**config.mk**
```make
export PLATFORM = sky130hd
export DESIGN_NAME = restoring_divider_unit_flat
export DESIGN_NICKNAME = d
export VERILOG_FILES = /design/src/hw/rtl/rdu_pkg.sv /design/src/hw/rtl/rdu_if.sv /design/src/hw/rtl/rdu_ctrl.sv /design/src/hw/rtl/rdu_dpath.sv /design/src/hw/rtl/restoring_divider_unit.sv /design/src/flat_wrapper.sv
export VERILOG_INCLUDE_DIRS = /design/src /design/src/hw/rtl
export SDC_FILE = /design/constraint.sdc
export NUM_CORES = 1
export LEC_CHECK = 0
export BUFFER_PORTS_ARGS = -buffer_cell sky130_fd_sc_hd__buf_2
export CORE_ASPECT_RATIO = 1.2
export CORE_MARGIN = 3
export CORE_UTILIZATION = 45
export DETAILED_ROUTE_END_ITERATION = 16
export PLACE_DENSITY = 0.66
export SYNTH_ARGS = -nofsm -noshare
export SYNTH_HDL_FRONTEND = slang
export SYNTH_HIERARCHICAL = 1
export SYNTH_SLANG_ARGS = --single-unit
```
**constraint.sdc**
```tcl
create_clock -name clk -period 4.8 [get_ports clk]
set_clock_uncertainty 0.1 [all_clocks]
set_input_delay 0.72 -clock clk [delete_from_list [all_inputs] [get_ports clk]]
set_output_delay 0.72 -clock clk [all_outputs]
set_load 0.02 [all_outputs]
```
**src/hw/rtl/restoring_divider_unit_macros.svh**
```systemverilog
// Assertion macros for the restoring divider unit.
// Used only by the top level; no other dependencies.
`ifndef RESTORING_DIVIDER_UNIT_MACROS_SVH
`define RESTORING_DIVIDER_UNIT_MACROS_SVH

// same-cycle implication, disabled while reset is asserted
`define RDU_ASSERT_SAME(label, clk, rst_n, ante, cons) \
	label: assert property (@(posedge clk) disable iff (!rst_n) (ante) |-> (cons)) \
		else $error("rdu assertion failed");

// next-cycle implication, disabled while reset is asserted
`define RDU_ASSERT_NEXT(label, clk, rst_n, ante, cons) \
	label: assert property (@(posedge clk) disable iff (!rst_n) (ante) |=> (cons)) \
		else $error("rdu assertion failed");

`endif

```
**src/hw/rtl/rdu_pkg.sv**
```systemverilog
// Shared constants and types for the restoring divider unit.
// No dependencies.
package rdu_pkg;

	localparam int unsigned RDU_WIDTH = 32;

	// controller -> datapath commands
	typedef struct packed {
		logic load;  // capture operands, clear partial remainder
		logic step;  // one shift/subtract/restore step
		logic move;  // copy result into output register
	} rdu_cmd_t;

endpackage

```
**src/hw/rtl/rdu_if.sv**
```systemverilog
// Valid/ready channel interfaces for operands and results.
// Depends on rdu_pkg.
interface rdu_req_if import rdu_pkg::*; #(
	parameter int unsigned WIDTH = RDU_WIDTH
) ();
	logic             valid;
	logic             ready;
	logic [WIDTH-1:0] dividend_value;
	logic [WIDTH-1:0] divisor_value;

	modport source (output valid, output dividend_value, output divisor_value, input ready);
	modport sink   (input valid, input dividend_value, input divisor_value, output ready);
endinterface

interface rdu_rsp_if import rdu_pkg::*; #(
	parameter int unsigned WIDTH = RDU_WIDTH
) ();
	logic             valid;
	logic             ready;
	logic [WIDTH-1:0] quotient_value;
	logic [WIDTH-1:0] remainder_value;

	modport source (output valid, output quotient_value, output remainder_value, input ready);
	modport sink   (input valid, input quotient_value, input remainder_value, output ready);
endinterface

```
**src/hw/rtl/rdu_ctrl.sv**
```systemverilog
// Sequencer for the restoring divider: step counter, handshakes, output valid.
// Depends on rdu_pkg.
module rdu_ctrl import rdu_pkg::*; #(
	parameter int unsigned WIDTH = RDU_WIDTH
) (
	input  logic     clk,
	input  logic     arst_n,
	input  logic     in_valid,
	output logic     in_ready,
	output logic     out_valid,
	input  logic     out_ready,
	output rdu_cmd_t cmd
);

	localparam int unsigned CW = (WIDTH > 1) ? $clog2(WIDTH) : 1;
	localparam logic [CW-1:0] LAST = CW'(WIDTH - 1);

	typedef enum logic [1:0] {
		ST_IDLE,
		ST_BUSY,
		ST_FINISH
	} state_t;

	state_t        state_q;
	logic [CW-1:0] cnt_q;
	logic          out_valid_q;
	logic          out_free;

	assign out_free  = !out_valid_q || out_ready;
	assign out_valid = out_valid_q;

	// a new transaction may enter in the same cycle the finished result moves out
	always_comb begin
		case (state_q)
			ST_IDLE:   in_ready = 1'b1;
			ST_FINISH: in_ready = out_free;
			default:   in_ready = 1'b0;
		endcase
	end

	always_comb begin
		cmd.load = in_valid && in_ready;
		cmd.step = (state_q == ST_BUSY);
		cmd.move = (state_q == ST_FINISH) && out_free;
	end

	always_ff @(posedge clk or negedge arst_n) begin
		if (!arst_n) begin
			state_q     <= ST_IDLE;
			cnt_q       <= '0;
			out_valid_q <= 1'b0;
		end else begin
			if (cmd.move) begin
				out_valid_q <= 1'b1;
			end else if (out_ready) begin
				out_valid_q <= 1'b0;
			end

			case (state_q)
				ST_IDLE: begin
					if (cmd.load) begin
						state_q <= ST_BUSY;
						cnt_q   <= '0;
					end
				end
				ST_BUSY: begin
					cnt_q <= cnt_q + 1'b1;
					if (cnt_q == LAST) begin
						state_q <= ST_FINISH;
					end
				end
				ST_FINISH: begin
					if (cmd.load) begin
						state_q <= ST_BUSY;
						cnt_q   <= '0;
					end else if (cmd.move) begin
						state_q <= ST_IDLE;
					end
				end
				default: begin
					state_q <= ST_IDLE;
				end
			endcase
		end
	end

endmodule

```
**src/hw/rtl/rdu_dpath.sv**
```systemverilog
// Datapath for the restoring divider: partial remainder, quotient shifter,
// one subtract/restore per step, output register. Depends on rdu_pkg.
module rdu_dpath import rdu_pkg::*; #(
	parameter int unsigned WIDTH = RDU_WIDTH
) (
	input  logic             clk,
	input  rdu_cmd_t         cmd,
	input  logic [WIDTH-1:0] dividend_value,
	input  logic [WIDTH-1:0] divisor_value,
	output logic [WIDTH-1:0] quotient_value,
	output logic [WIDTH-1:0] remainder_value
);

	// the top bit of the partial remainder drops out on every shift, so only
	// WIDTH bits are held between steps
	logic [WIDTH-1:0] rem_q;
	logic [WIDTH-1:0] quo_q;
	logic [WIDTH-1:0] div_q;
	logic [WIDTH-1:0] quo_out_q;
	logic [WIDTH-1:0] rem_out_q;

	logic [WIDTH:0]   shifted;
	logic [WIDTH:0]   diff;

	assign shifted = {rem_q, quo_q[WIDTH-1]};
	assign diff    = shifted - {1'b0, div_q};

	always_ff @(posedge clk) begin
		if (cmd.load) begin
			rem_q <= '0;
			quo_q <= dividend_value;
			div_q <= divisor_value;
		end else if (cmd.step) begin
			// sign set: keep the shifted remainder (restore), quotient bit 0
			if (diff[WIDTH]) begin
				rem_q <= shifted[WIDTH-1:0];
				quo_q <= {quo_q[WIDTH-2:0], 1'b0};
			end else begin
				rem_q <= diff[WIDTH-1:0];
				quo_q <= {quo_q[WIDTH-2:0], 1'b1};
			end
		end
		if (cmd.move) begin
			quo_out_q <= quo_q;
			rem_out_q <= rem_q;
		end
	end

	assign quotient_value  = quo_out_q;
	assign remainder_value = rem_out_q;

endmodule

```
**src/hw/rtl/restoring_divider_unit.sv**
```systemverilog
// Unsigned restoring divider, top level.
// Depends on rdu_pkg, rdu_if, rdu_ctrl, rdu_dpath and the macros header.
//
// Usage:
//   req carries dividend_value and divisor_value; rsp returns quotient_value
//   and remainder_value. Both are valid/ready channels; a transaction moves at
//   a rising edge with valid and ready high.
//   One operand pair is worked at a time. After the accepting edge the
//   datapath runs WIDTH shift/subtract steps, one quotient bit per cycle, then
//   moves the result into the output register once that register is free.
//   The single subtract/restore step is reused for all WIDTH steps, so a new
//   pair is not accepted until the current division has finished.
//   The next pair is accepted in the same cycle a result moves out, so the
//   output register lets the next division run while a result waits.
//   If rsp stalls, a finished result waits in the output register; a further
//   finished result then holds in the datapath and req stays not ready.
//   A zero divisor gives an all-ones quotient and remainder = dividend.
//   Reset (arst_n low) empties the output and returns to idle, ready at once.
`include "restoring_divider_unit_macros.svh"

module restoring_divider_unit import rdu_pkg::*; #(
	parameter int unsigned WIDTH = RDU_WIDTH
) (
	input  logic      clk,
	input  logic      arst_n,
	rdu_req_if.sink   req,
	rdu_rsp_if.source rsp
);

	rdu_cmd_t cmd;

	rdu_ctrl #(
		.WIDTH (WIDTH)
	) u_ctrl (
		.clk       (clk),
		.arst_n    (arst_n),
		.in_valid  (req.valid),
		.in_ready  (req.ready),
		.out_valid (rsp.valid),
		.out_ready (rsp.ready),
		.cmd       (cmd)
	);

	rdu_dpath #(
		.WIDTH (WIDTH)
	) u_dpath (
		.clk             (clk),
		.cmd             (cmd),
		.dividend_value  (req.dividend_value),
		.divisor_value   (req.divisor_value),
		.quotient_value  (rsp.quotient_value),
		.remainder_value (rsp.remainder_value)
	);

	`RDU_ASSERT_SAME(a_load_not_step, clk, arst_n, cmd.load, !cmd.step)
	`RDU_ASSERT_NEXT(a_load_starts_steps, clk, arst_n, cmd.load, cmd.step && !cmd.move)
	`RDU_ASSERT_NEXT(a_move_sets_valid, clk, arst_n, cmd.move, rsp.valid)

endmodule

```
**src/flat_wrapper.sv**
```systemverilog
// flat-port wrapper written by rule: the top's interface ports become plain ports
module restoring_divider_unit_flat import rdu_pkg::*;
#(
	parameter int unsigned WIDTH = RDU_WIDTH
)
  (clk, arst_n, req_valid, req_dividend_value, req_divisor_value, req_ready, rsp_valid, rsp_quotient_value, rsp_remainder_value, rsp_ready);
  rdu_req_if #(.WIDTH(WIDTH)) req_i ();
  rdu_rsp_if #(.WIDTH(WIDTH)) rsp_i ();
  input  logic clk;
  input  logic arst_n;
  input wire logic [$bits(req_i.valid)-1:0] req_valid;
  input wire logic [$bits(req_i.dividend_value)-1:0] req_dividend_value;
  input wire logic [$bits(req_i.divisor_value)-1:0] req_divisor_value;
  output wire logic [$bits(req_i.ready)-1:0] req_ready;
  output wire logic [$bits(rsp_i.valid)-1:0] rsp_valid;
  output wire logic [$bits(rsp_i.quotient_value)-1:0] rsp_quotient_value;
  output wire logic [$bits(rsp_i.remainder_value)-1:0] rsp_remainder_value;
  input wire logic [$bits(rsp_i.ready)-1:0] rsp_ready;
  assign req_i.valid = req_valid;
  assign req_i.dividend_value = req_dividend_value;
  assign req_i.divisor_value = req_divisor_value;
  assign req_ready = req_i.ready;
  assign rsp_valid = rsp_i.valid;
  assign rsp_quotient_value = rsp_i.quotient_value;
  assign rsp_remainder_value = rsp_i.remainder_value;
  assign rsp_i.ready = rsp_ready;
  restoring_divider_unit #(.WIDTH(WIDTH)) u_core (.clk(clk), .arst_n(arst_n), .req(req_i), .rsp(rsp_i));
endmodule
```
* Word-level counts from Yosys, hierarchy flattened *
Cells that the tools add are included.

storage, ports and cells
  register bits after elaboration = 168
  input bits = 68
  output and inout bits = 66

operators by class
  $add $sub $neg = 2
  equal/unequal tests = 7
  muxes and demuxes = 14
  reduce and logical (&&, ||, !) cells = 11

operator list
  cell                   count
  $mux W32               3
  $sub A33 B32 Y33       1
  $pmux W5 S2            1
  $mux W2                4
  $pmux W2 S3            1
  $reduce_bool A2 Y1     3
  $add A5 B1 Y5 const B  1
  $eq A5 B5 Y1 const B   1
  $mux W5                1
  $ne A2 B1 Y1 const B   2
  $mux W1                3
  $ne A3 B1 Y1 const B   1
  $reduce_and A3 Y1      1
  $eq A2 B1 Y1 const B   1
  $eq A2 B2 Y1 const B   1
  $logic_and A1 B1 Y1    2
  $logic_not A2 Y1       1
  $ne A2 B2 Y1 const B   1
  $pmux W1 S2            1
  $reduce_and A2 Y1      1
  $reduce_or A2 Y1       1
  $logic_not A1 Y1       1
  $logic_or A1 B1 Y1     1

* Longest topological paths before layout *
Gate-level depths: netlist of run 1.

  depth in word-level cells = 6
  mapped depth = 13
  depth with buffers taken out = 11

* Cells and area by module *
Netlist of run 1, hierarchy kept.

by module, submodules not included
  module     times used  cells each  area an instance (µm²)
  rdu_dpath  1           643         7652.3
  rdu_ctrl   1           41          386.6

* Worst setup path after synthesis of run 1 *
OpenSTA, ideal clock, no wires.

  path kind = input to register
  start point = input rsp_ready
  end point = register u_core.u_dpath.quo_q[0] (enable)
  arrival = 3.922 ns
  data required time = 4.313 ns
  path slack = 0.391 ns
  cell stages on the path = 6
  buffers on the path = 2
  cells stage by stage = nor2b_1 a21oi_1 clkbuf_1 nor2_1 clkbuf_1 inv_1

RTL lines
  what                    line                RTL
  start: declaration      flat_wrapper.sv:18  input wire logic [$bits(rsp_i.ready)-1:0] rsp_ready;
  end signal: assignment  rdu_dpath.sv:31     quo_q <= dividend_value;
  end signal: assignment  rdu_dpath.sv:37     quo_q <= {quo_q[WIDTH-2:0], 1'b0};
  end signal: assignment  rdu_dpath.sv:40     quo_q <= {quo_q[WIDTH-2:0], 1'b1};
  end: declaration        rdu_dpath.sv:17     logic [WIDTH-1:0] quo_q;

* Final worst setup path of run 1 *
  start point = register u_core.u_dpath.div_q[13]
  end point = register u_core.u_dpath.rem_q[7]

on the way
  longest elaborated chain between the ends = 2

RTL lines
  what                      line             RTL
  start: declaration        rdu_dpath.sv:18  logic [WIDTH-1:0] div_q;
  start signal: assignment  rdu_dpath.sv:32  div_q <= divisor_value;
  $sub A33 B32 Y33          rdu_dpath.sv:26  assign diff = shifted - {1'b0, div_q};
  $mux W32                  rdu_dpath.sv:35  if (diff[WIDTH]) begin
  end signal: assignment    rdu_dpath.sv:36  rem_q <= shifted[WIDTH-1:0];
  end signal: assignment    rdu_dpath.sv:39  rem_q <= diff[WIDTH-1:0];
  end: declaration          rdu_dpath.sv:16  logic [WIDTH-1:0] rem_q;

No other way between the ends.
A chain may end at the register's enable or synchronous reset.

==> results of run 1 <==
[per-layer routing]
| metal | up-vias | share of wire, % |
|---|---|---|
| met5 | - | 0 |
| met4 | 0 | 3.0 |
| met3 | 41 | 6.4 |
| met2 | 221 | 47 |
| met1 | 2770 | 44 |
| li1 | 2805 | - |
[kinds of logic after synthesis]
family                     count (synthesis)  synth area share, %
AOI/OAI and AO/OA                        159                 13.8
xor gates and xnor gates                  23                 2.60
adders and majority gates                 35                 5.54
buffers and inverters                     71                 3.49
DFF                                      168                 58.3
muxes                                     37                 5.11
and+or+nand+nor                          191                 11.2
[worst max-delay path: cells and delay by family (launching register included)]
family	cells	cell delay [ns]
xor+xnor	1	0.30
compound gates	5	1.59
buf+inv	2	0.33
flops	1	0.33
fa+ha+maj	1	0.34
simple gates	2	0.46
[where the power goes]
| part | switching (mW) | internal [mW] |
|---|---|---|
| clock | 0.608 | 0.734 |
| combinational | 1.52 | 1.09 |
| sequential | 0.288 | 2.07 |
| total | 2.42 | 3.89 |
[metrics by stage]
stage | util, % | instance area (sq um) | hold WS, ns | total power [mW]
after floorplan | - | 8040 | 0.322 | 4.29
after global placement | 52.1 | 8950 | 0.324 | 4.89
after detailed placement | 52.1 | 8950 | 0.332 | 4.95
after CTS | 55.5 | 9530 | 0.00975 | 6.33
after global routing | 55.5 | 9530 | 0.0143 | 6.74
final | 55.5 | 9530 | 0.0214 | 6.31
[registers in the layout, summed over array words and instances, names as in the netlist]
| register | cells |
|---|---|
| u_core/u_dpath/quotient_value | 32 |
| u_core/u_dpath/div_q | 32 |
| u_core/u_dpath/rem_q | 32 |
| u_core/u_dpath/quo_q | 32 |
| u_core/u_ctrl/state_q | 2 |
| u_core/u_ctrl/out_valid | 1 |
| u_core/u_dpath/remainder_value | 32 |
| u_core/u_ctrl/cnt_q | 5 |
[path summary, 6_finish.rpt]
path / from / end / slack (ns) / cells after the start
max reg2reg: u_core/u_dpath/div_q[13] / u_core/u_dpath/rem_q[7] / 1.25 / 11
max: u_core/u_dpath/div_q[13] / u_core/u_dpath/rem_q[7] / 1.25 / 11
min reg2reg: u_core/u_dpath/quo_q[4] / u_core/u_dpath/quotient_value[4] / 0.34 / 0
min in group clk: u_core/u_dpath/quo_q[4] / u_core/u_dpath/quotient_value[4] / 0.34 / 0
max in group asynchronous: arst_n / u_core/u_ctrl/cnt_q[0] / 4.41 / 1
min: arst_n / u_core/u_ctrl/cnt_q[2] / 0.02 / 1
[cells in the final DEF (no fill, tap or decap), types with 4 or more instances in the layout]
cell,count
dfrtp_1,8
or3_1,5
inv_1,41
buf_2,133
mux2i_1,5
nor3_1,4
xnor2_1,9
nor4_1,4
xor2_1,12
nand4_1,5
a211oi_1,4
nand2_1,67
ha_1,34
o21ai_0,28
clkbuf_16,17
mux2_2,32
a21o_1,13
nand2b_1,14
nor2b_1,7
dfxtp_1,32
nor2_1,45
nand3_1,21
buf_4,7
and3_1,5
a21oi_1,39
edfxtp_1,128
o21bai_1,7
a31oi_1,7
a311oi_1,15
o211ai_1,10
[cell type report]
| class | count | area [sq um] |
|---|---|---|
| fillers | 1466 | 7640 |
| repair buffers | 141 | 738 |
| clock inverters | 15 | 160 |
| clock buffers | 17 | 425 |
| well taps | 216 | 270 |
| multi-input cells | 445 | 3100 |
| flip-flops and latches | 168 | 4680 |
| inverters | 41 | 154 |
==> flow_metrics.env, run 1 <==
export IMPL_status="finished, final reports clean"
export IMPL_grt_max_degree=97
export IMPL_peakVddDrop_uv=296
export IMPL_synth_edff_count=128
export IMPL_grt_overflow_total=0
export IMPL_syn_num_nets=787
export IMPL_die_w_um=128
export IMPL_yosysWarnings=6
export IMPL_syn_area_sq_um=8040
export IMPL_synth_top_cells_by_area="edfxtp_1 (48%), dfxtp_1 (8.0%), ha_1 (5.3%)"
export IMPL_p_per_area_nw_per_um2=662
export IMPL_path_class="reg -> reg"
export IMPL_critPathRequiredTime_ns=5.04
export IMPL_drt_iter0_markers=498
export IMPL_crit_fanout=17
export IMPL_start_util_pct=46.8
export IMPL_drv_cap=0
export IMPL_synth_cells=684
export IMPL_post_place_ws_ns=1.24
export IMPL_io_pins=134
export IMPL_cts_tree="done"
export IMPL_routed_wl_um=18600
export IMPL_via_per_inst=5.60
export IMPL_critPathMaxStageDelay_ns=0.45
export IMPL_nNetsFinal=917
export IMPL_async_flop_share_pct=4.76
export IMPL_yosysSeqAreaShare_pct=58.3
export IMPL_clk_pin_slew_worst_paths_ns=0.07
export IMPL_drc=0
export IMPL_placementRows=52
export IMPL_vias=5837
export IMPL_design_core_area_sq_um=17200
export IMPL_ys_types=64
export IMPL_leakagePower_nw=3.88
export IMPL_grtUsageMet1_pct=25.4
export IMPL_setup_violations=0
export IMPL_max_slew_margin_rel_pct=46.8
export IMPL_portBuffers=133
export IMPL_layout_min_cycle_time_ns=3.55
export IMPL_ctsResizeCount=0
export IMPL_final_cells=1043
export IMPL_yosysTopAreaCellShare_pct=47.8
export IMPL_dpl_hpwl_um=13300
export IMPL_finalSetupTns_ns=0
export IMPL_startpoint_type="flop"
export IMPL_path_cells="inv_1, ha_1, a21oi_2, o2111ai_2, a2111oi_4, nor2_2, a311oi_4, xnor2_2, buf_4, or3_1, a311oi_1"
export IMPL_antenna_cells=0
export IMPL_cts_hold_buf=0
export IMPL_worst_slack_ns=1.25
export IMPL_min_period_over_period_pct=73.9
export IMPL_synth_seq_cells=168
export IMPL_antenna_found_initial=0
export IMPL_use_met2_pct=30.5
export IMPL_ys_flop_type="edfxtp_1"
export IMPL_clock_sinks=168
export IMPL_cts_root_buf="clkbuf_16"
export IMPL_worst_slew_pin_slew_ns=0.790
export IMPL_track_usage_pct=19.1
export IMPL_place_congestion=0.928
export IMPL_cp_slowest_cell="a311oi_4"
export IMPL_fmax_mhz=282
export IMPL_wl_per_cell_um=17.8
export IMPL_dieArea_sq_um=19500
export IMPL_synth_most_common_cell="edfxtp_1"
export IMPL_hp_class="in -> async"
export IMPL_yosys_area_top_type="edfxtp_1"
export IMPL_final_max_slew_violation_count=0
export IMPL_insertion_delay_ns=0.43
export IMPL_chipHeight_um=152
export IMPL_area_delta_synth_final_pct=18.6
export IMPL_cp_data_arrival_time_ns=3.79
export IMPL_clk_path_buf_depth=2
export IMPL_grt_pass1_wl_um=29600
export IMPL_rsz0062_at_grt="false"
export IMPL_ant_nets=0
export IMPL_cts_buffers=17
export IMPL_synth_common_cells="edfxtp_1 (128), nand2_1 (67), nor2_1 (46)"
export IMPL_drive_gt1_share_pct=26.2
export IMPL_dp_cells=1011
export IMPL_cts_setup_buffers=0
export IMPL_use_met3_pct=3.86
export IMPL_crit_path_end_kind="flop"
export IMPL_first_pass_iters=5
export IMPL_htree_num_levels=4
export IMPL_hold_viol=0
export IMPL_first_global_vias=5770
export IMPL_busiest_layer="met2"
export IMPL_syn_avg_cell_area_sq_um=11.8
Note: power is estimated with default switching activity, not from simulation.
==> inputs of run 2 (changes only) <==
- ABC_AREA: not set -> 1
- PLACE_DENSITY: 0.66 -> 0.65
- clock period: 4.8 -> 3.44 ns (I/O delays scaled with it)
==> flow_metrics.env, run 2 <==
export IMPL_start_util_pct=46.4
export IMPL_placementRows=55
export IMPL_insertion_delay_ns=0.42
export IMPL_crit_path_end_kind="flop"
export IMPL_finalSetupTns_ns=0
export IMPL_wl_met2_um=9990
export IMPL_drc=0
export IMPL_drive_gt1_share_pct=15.3
export IMPL_dr_wl_met3_um=1450
export IMPL_multi_input_area_sq_um=3300
export IMPL_crit_fanout=18
export IMPL_yosys_area_top_type="edfxtp_1"
export IMPL_layout_min_cycle_time_ns=2.87
export IMPL_clock_sinks=168
export IMPL_rsz0062_at_grt="false"
export IMPL_cts_buffers=17
export IMPL_path_class="reg -> reg"
export IMPL_startpoint_type="flop"
export IMPL_nNetsFinal=1358
export IMPL_wl_per_cell_um=13.5
export IMPL_io_pins=134
export IMPL_cts_tree="done"
export IMPL_cp_data_arrival_time_ns=3.08
export IMPL_syn_num_nets=1215
export IMPL_post_place_ws_ns=0.558
export IMPL_chipHeight_um=160
export IMPL_peakVddDrop_uv=473
export IMPL_max_slew_margin_rel_pct=60.4
export IMPL_hp_class="in -> reg"
export IMPL_vias=7017
export IMPL_top_layer_used="met4"
export IMPL_worst_slew_pin_slew_ns=0.593
export IMPL_drv_cap=0
export IMPL_ys_types=34
export IMPL_nFillCells=1867
export IMPL_design_core_area_sq_um=19100
export IMPL_worst_slack_ns=0.569
export IMPL_portBuffers=133
export IMPL_fmax_mhz=348
export IMPL_ctsResizeCount=0
export IMPL_layout_common_cells="nand2_1 (478), inv_1 (211), buf_2 (133)"
export IMPL_ys_flop_type="edfxtp_1"
export IMPL_syn_area_sq_um=8880
export IMPL_final_common_cell="nand2_1"
export IMPL_min_period_over_period_pct=83.5
export IMPL_dpl_hpwl_um=15500
export IMPL_via_per_inst=4.60
export IMPL_synth_most_common_cell="nand2_1"
export IMPL_final_max_slew_violation_count=0
export IMPL_antenna_found_initial=0
export IMPL_cts_root_buf="clkbuf_16"
export IMPL_grt_pass1_wl_um=34100
export IMPL_grt_max_degree=48
export IMPL_htree_num_levels=4
export IMPL_ant_nets=0
export IMPL_setup_violations=0
export IMPL_drt_iter0_markers=488
export IMPL_grt_overflow_total=0
export IMPL_regArea_sq_um=4680
export IMPL_yosysSeqAreaShare_pct=52.7
export IMPL_dieArea_sq_um=21500
export IMPL_routed_wl_um=20600
export IMPL_first_global_vias=6973
export IMPL_p_per_area_nw_per_um2=953
export IMPL_synth_seq_cells=168
export IMPL_die_w_um=134
export IMPL_status="finished, final reports clean"
export IMPL_place_congestion=0.921
export IMPL_track_usage_pct=19.9
export IMPL_synth_top_cells_by_area="edfxtp_1 (43%), nand2_1 (20%), inv_1 (9.0%)"
export IMPL_synth_edff_count=128
export IMPL_dp_cells=1491
export IMPL_yosysTopAreaCellShare_pct=43.3
export IMPL_cts_setup_buffers=0
export IMPL_syn_avg_cell_area_sq_um=7.99
export IMPL_antenna_cells=0
export IMPL_leakagePower_nw=5.41
export IMPL_clk_path_buf_depth=2
export IMPL_synth_cells=1112
export IMPL_yosysWarnings=6
export IMPL_clk_pin_slew_worst_paths_ns=0.07
export IMPL_hold_viol=0
export IMPL_area_delta_synth_final_pct=17.9
export IMPL_synth_common_cells="nand2_1 (478), inv_1 (213), edfxtp_1 (128)"
export IMPL_wl_met1_um=8760
export IMPL_final_cells=1524
export IMPL_critPathRequiredTime_ns=3.65
export IMPL_async_flop_share_pct=4.76
export IMPL_first_pass_iters=6
==> run 2: cell types whose count changed after synthesis, moves of 15 or more <==
cell / delta
mux2_2: -32
nand2_1: +411
a21oi_1: -22
nand3_1: +41
a311oi_1: -15
o21ai_0: -22
inv_1: +172
==> run 2: where the power goes <==
part / internal (mW) / total [mW] / switching, mW
clock: 1.10 / 1.97 / 0.863
sequential: 2.97 / 3.34 / 0.371
combinational: 1.61 / 4.68 / 3.07
total: 5.67 / 9.98 / 4.31
==> run 2: area by class of cell <==
type | instances | area share (%)
multi-input combinational | 710 | 31.5
sequential | 168 | 44.7
timing repair buffer | 142 | 7.14
inverter | 216 | 7.74
tap | 256 | 3.06
clock buffer | 17 | 4.06
clock inverter | 15 | 1.77
==> run 2: worst max-delay path, stage by stage (launching register included) <==
cell and delay, ns:
edfxtp_1 0.35, inv_1 0.06, ha_1 0.22, fa_1 0.41
inv_1 0.09, nand2_1 0.05, nand2_1 0.09, nand3_1 0.07
nand2_1 0.13, nand2_1 0.06, nand2_1 0.10, nand2_1 0.12
nand2_2 0.09, nand2_1 0.06, nand2_2 0.32, buf_4 0.24
nand2_1 0.06, nand3_1 0.09, nand2_1 0.05
==> run 2: routing by layer <==
metal	GRT usage (%)	up-vias
met5	0	-
met4	7.18	0
met3	6.27	22
met2	33.9	172
met1	23.5	3120
li1	-	3703
==> run 2: repair_timing <==
| item | 4_1_cts | 5_1_grt |
|---|---|---|
| hold buffers | 1 | 0 |
| setup endpoints to repair | 0 | 0 |
| hold endpoints to repair | 8 | 0 |
==> run 2: path summary, 6_finish.rpt <==
path                                          start                           endpoint  slack, ns  depth (start not counted)
max                        u_core/u_dpath/quo_q[31]           u_core/u_dpath/rem_q[24]       0.57                         18
min                           req_divisor_value[21]           u_core/u_dpath/div_q[21]       0.16                          1
max reg2reg                u_core/u_dpath/quo_q[31]           u_core/u_dpath/rem_q[24]       0.57                         18
min reg2reg                u_core/u_dpath/quo_q[11]  u_core/u_dpath/quotient_value[11]       0.35                          0
max in group asynchronous                    arst_n             u_core/u_ctrl/cnt_q[3]       2.70                          2
min in group asynchronous                    arst_n             u_core/u_ctrl/cnt_q[4]       0.37                          2
==> run 2: kinds of logic after synthesis <==
family | synth area share, %
buffers and inverters | 10.2
AOI/OAI and AO/OA | 1.85
xor gates and xnor gates | 1.48
DFF | 52.7
and+or+nand+nor | 28.7
adders and majority gates | 5.01
==> run 2: through the flow <==
| step | instance area [sq um] | hold slack [ns] | power (mW) | util, % |
|---|---|---|---|---|
| floorplan | 8880 | 0.120 | 6.91 | - |
| global placement | 9850 | 0.270 | 7.96 | 51.5 |
| detailed placement | 9850 | 0.275 | 8.07 | 51.5 |
| CTS | 10500 | 0.138 | 10.1 | 54.7 |
| global route | 10500 | 0.139 | 10.9 | 54.7 |
| finish | 10500 | 0.163 | 9.98 | 54.7 |
==> inputs of run 3 (changes only) <==
- clock period: 3.44 -> 2.72 ns (I/O delays scaled with it)
==> flow_metrics.env, run 3 (synthesis results as in run 2) <==
export IMPL_final_max_slew_violation_count=0
export IMPL_hp_class="in -> reg"
export IMPL_cts_tree="done"
export IMPL_fmax_mhz=393
export IMPL_first_global_vias=6898
export IMPL_p_per_area_nw_per_um2=1250
export IMPL_worst_slew_pin_slew_ns=0.713
export IMPL_max_slew_margin_rel_pct=52.4
export IMPL_track_usage_pct=20.0
export IMPL_vias=7235
export IMPL_insertion_delay_ns=0.44
export IMPL_clock_sinks=168
export IMPL_io_pins=134
export IMPL_via_per_inst=4.71
export IMPL_clk_pin_slew_worst_paths_ns=0.07
export IMPL_hold_viol=0
export IMPL_nNetsFinal=1370
export IMPL_switching_power_mw=5.92
export IMPL_antenna_cells=0
export IMPL_critPathRequiredTime_ns=2.94
export IMPL_crit_start="u_core/u_dpath/quo_q[31]"
export IMPL_pwr_share_comb_pct=49.8
export IMPL_start_util_pct=46.4
export IMPL_crit_path_end_kind="flop"
export IMPL_layout_min_cycle_time_ns=2.54
export IMPL_multi_input_area_sq_um=3380
export IMPL_grt_pass1_wl_um=34000
export IMPL_setup_violations=0
export IMPL_first_pass_iters=7
export IMPL_chipHeight_um=160
export IMPL_nFillCells=1837
export IMPL_drc=0
export IMPL_grt_overflow_total=0
export IMPL_place_congestion=0.955
export IMPL_regArea_sq_um=4690
export IMPL_peakVddDrop_uv=630
export IMPL_area_delta_synth_final_pct=20.9
export IMPL_total_power_mw=13.4
export IMPL_drive_gt1_share_pct=17.0
export IMPL_die_w_um=134
export IMPL_portBuffers=133
export IMPL_wl_per_cell_um=14.3
export IMPL_cts_root_buf="clkbuf_16"
export IMPL_r2r_setup_slack_ns=0.18
export IMPL_dpl_hpwl_um=15300
export IMPL_swShare_pct=44.0
export IMPL_drt_iter0_markers=454
export IMPL_placementRows=55
export IMPL_dieArea_sq_um=21500
export IMPL_ant_nets=0
export IMPL_cts_buffers=17
export IMPL_path_class="reg -> reg"
export IMPL_finalSetupTns_ns=0
export IMPL_cp_data_arrival_time_ns=2.76
export IMPL_p_clk_share_pct=18.7
export IMPL_design_core_area_sq_um=19100
export IMPL_grt_max_degree=69
export IMPL_power_frac_seq_pct=31.5
export IMPL_final_common_cell="nand2_1"
export IMPL_antenna_found_initial=0
export IMPL_hp_start="req_divisor_value[30]"
export IMPL_status="finished, final reports clean"
export IMPL_routed_wl_um=21900
export IMPL_crit_fanout=6
export IMPL_htree_num_levels=4
export IMPL_layout_common_cells="nand2_1 (474), inv_1 (210), buf_2 (133)"
export IMPL_internal_power_mw=7.52
export IMPL_drv_cap=0
export IMPL_startpoint_type="flop"
export IMPL_min_period_over_period_pct=93.5
export IMPL_worst_hold_slack_ns=0.0414
export IMPL_rr_startpoint="u_core/u_dpath/quo_q[31]"
export IMPL_clk_path_buf_depth=2
export IMPL_leakagePower_nw=5.51
-- run 3: critical path, stage by stage (launching register included) --
cell and delay, ns:
edfxtp_1 0.35, inv_1 0.06, ha_1 0.22, fa_2 0.35, inv_1 0.08, nand2_1 0.06, nand2_2 0.07, nand3_1 0.07
nand2_1 0.09, nand2_1 0.06, nand2_2 0.09, nand2_2 0.09, nand2_2 0.11, nand2_2 0.07, nand2_4 0.20, clkbuf_16 0.19
nand2_1 0.05, nand3_1 0.07, nand2_1 0.05
-- run 3: routing by layer --
metal | GRT usage, % | vias up | wire [um]
met3 | 3.28 | 63 | 967
met1 | 24.6 | 3226 | 9270
met2 | 33.9 | 209 | 10700
li1 | - | 3737 | -
met5 | 0 | - | 0
met4 | 9.91 | 0 | 977
-- run 3: worst paths after layout --
check,end,cells past startpoint
worst min-delay path,u_core/u_dpath/div_q[30],1
max in group asynchronous,u_core/u_ctrl/out_valid,2
worst max register to register,u_core/u_dpath/rem_q[9],18
worst min register to register,u_core/u_dpath/quotient_value[16],0
min in group asynchronous,u_core/u_ctrl/state_q[1],2
worst max-delay path,u_core/u_dpath/rem_q[9],18
-- run 3: power groups by stage --
| stage | clock network, mW | logic, mW | registers, mW |
|---|---|---|---|
| 2_1_floorplan | 0 | 4.65 | 4.13 |
| 3_3_place_gp | 0 | 5.93 | 4.25 |
| 3_5_place_dp | 0 | 6.04 | 4.27 |
| 4_1_cts | 2.57 | 6.07 | 4.23 |
| 5_1_grt | 2.68 | 7.59 | 4.33 |
| 6_report | 2.51 | 6.69 | 4.24 |
-- run 3: per-stage QoR --
step | cells | utilization, % | setup WS (ns) | cell area (sq um)
floorplan | 1112 | - | 0.00123 | 8910
global placement | 1496 | 51.9 | 0.155 | 9920
detailed placement | 1496 | 51.9 | 0.113 | 9920
CTS | 1529 | 55.2 | 0.0947 | 10600
global route | 1536 | 56.2 | -0.0117 | 10700
finish | 1536 | 56.2 | 0.176 | 10700
-- run 3: final cells by class --
type / instances / share of cell area, %
Clock buffer: 17 / 3.96
Timing Repair Buffer: 152 / 8.54
Clock inverter: 15 / 1.83
Multi-Input combinational cell: 712 / 31.5
Sequential cell: 168 / 43.6
Inverter: 216 / 7.62
Tap cell: 256 / 2.98
-- run 3: timing repair --
item / CTS / global route
resized for setup: 0 / 17
hold buffers: 1 / 0
setup buffers: 0 / 1
endpoints found under the setup margin: 0 / 33
endpoints found under the hold margin: 8 / 0
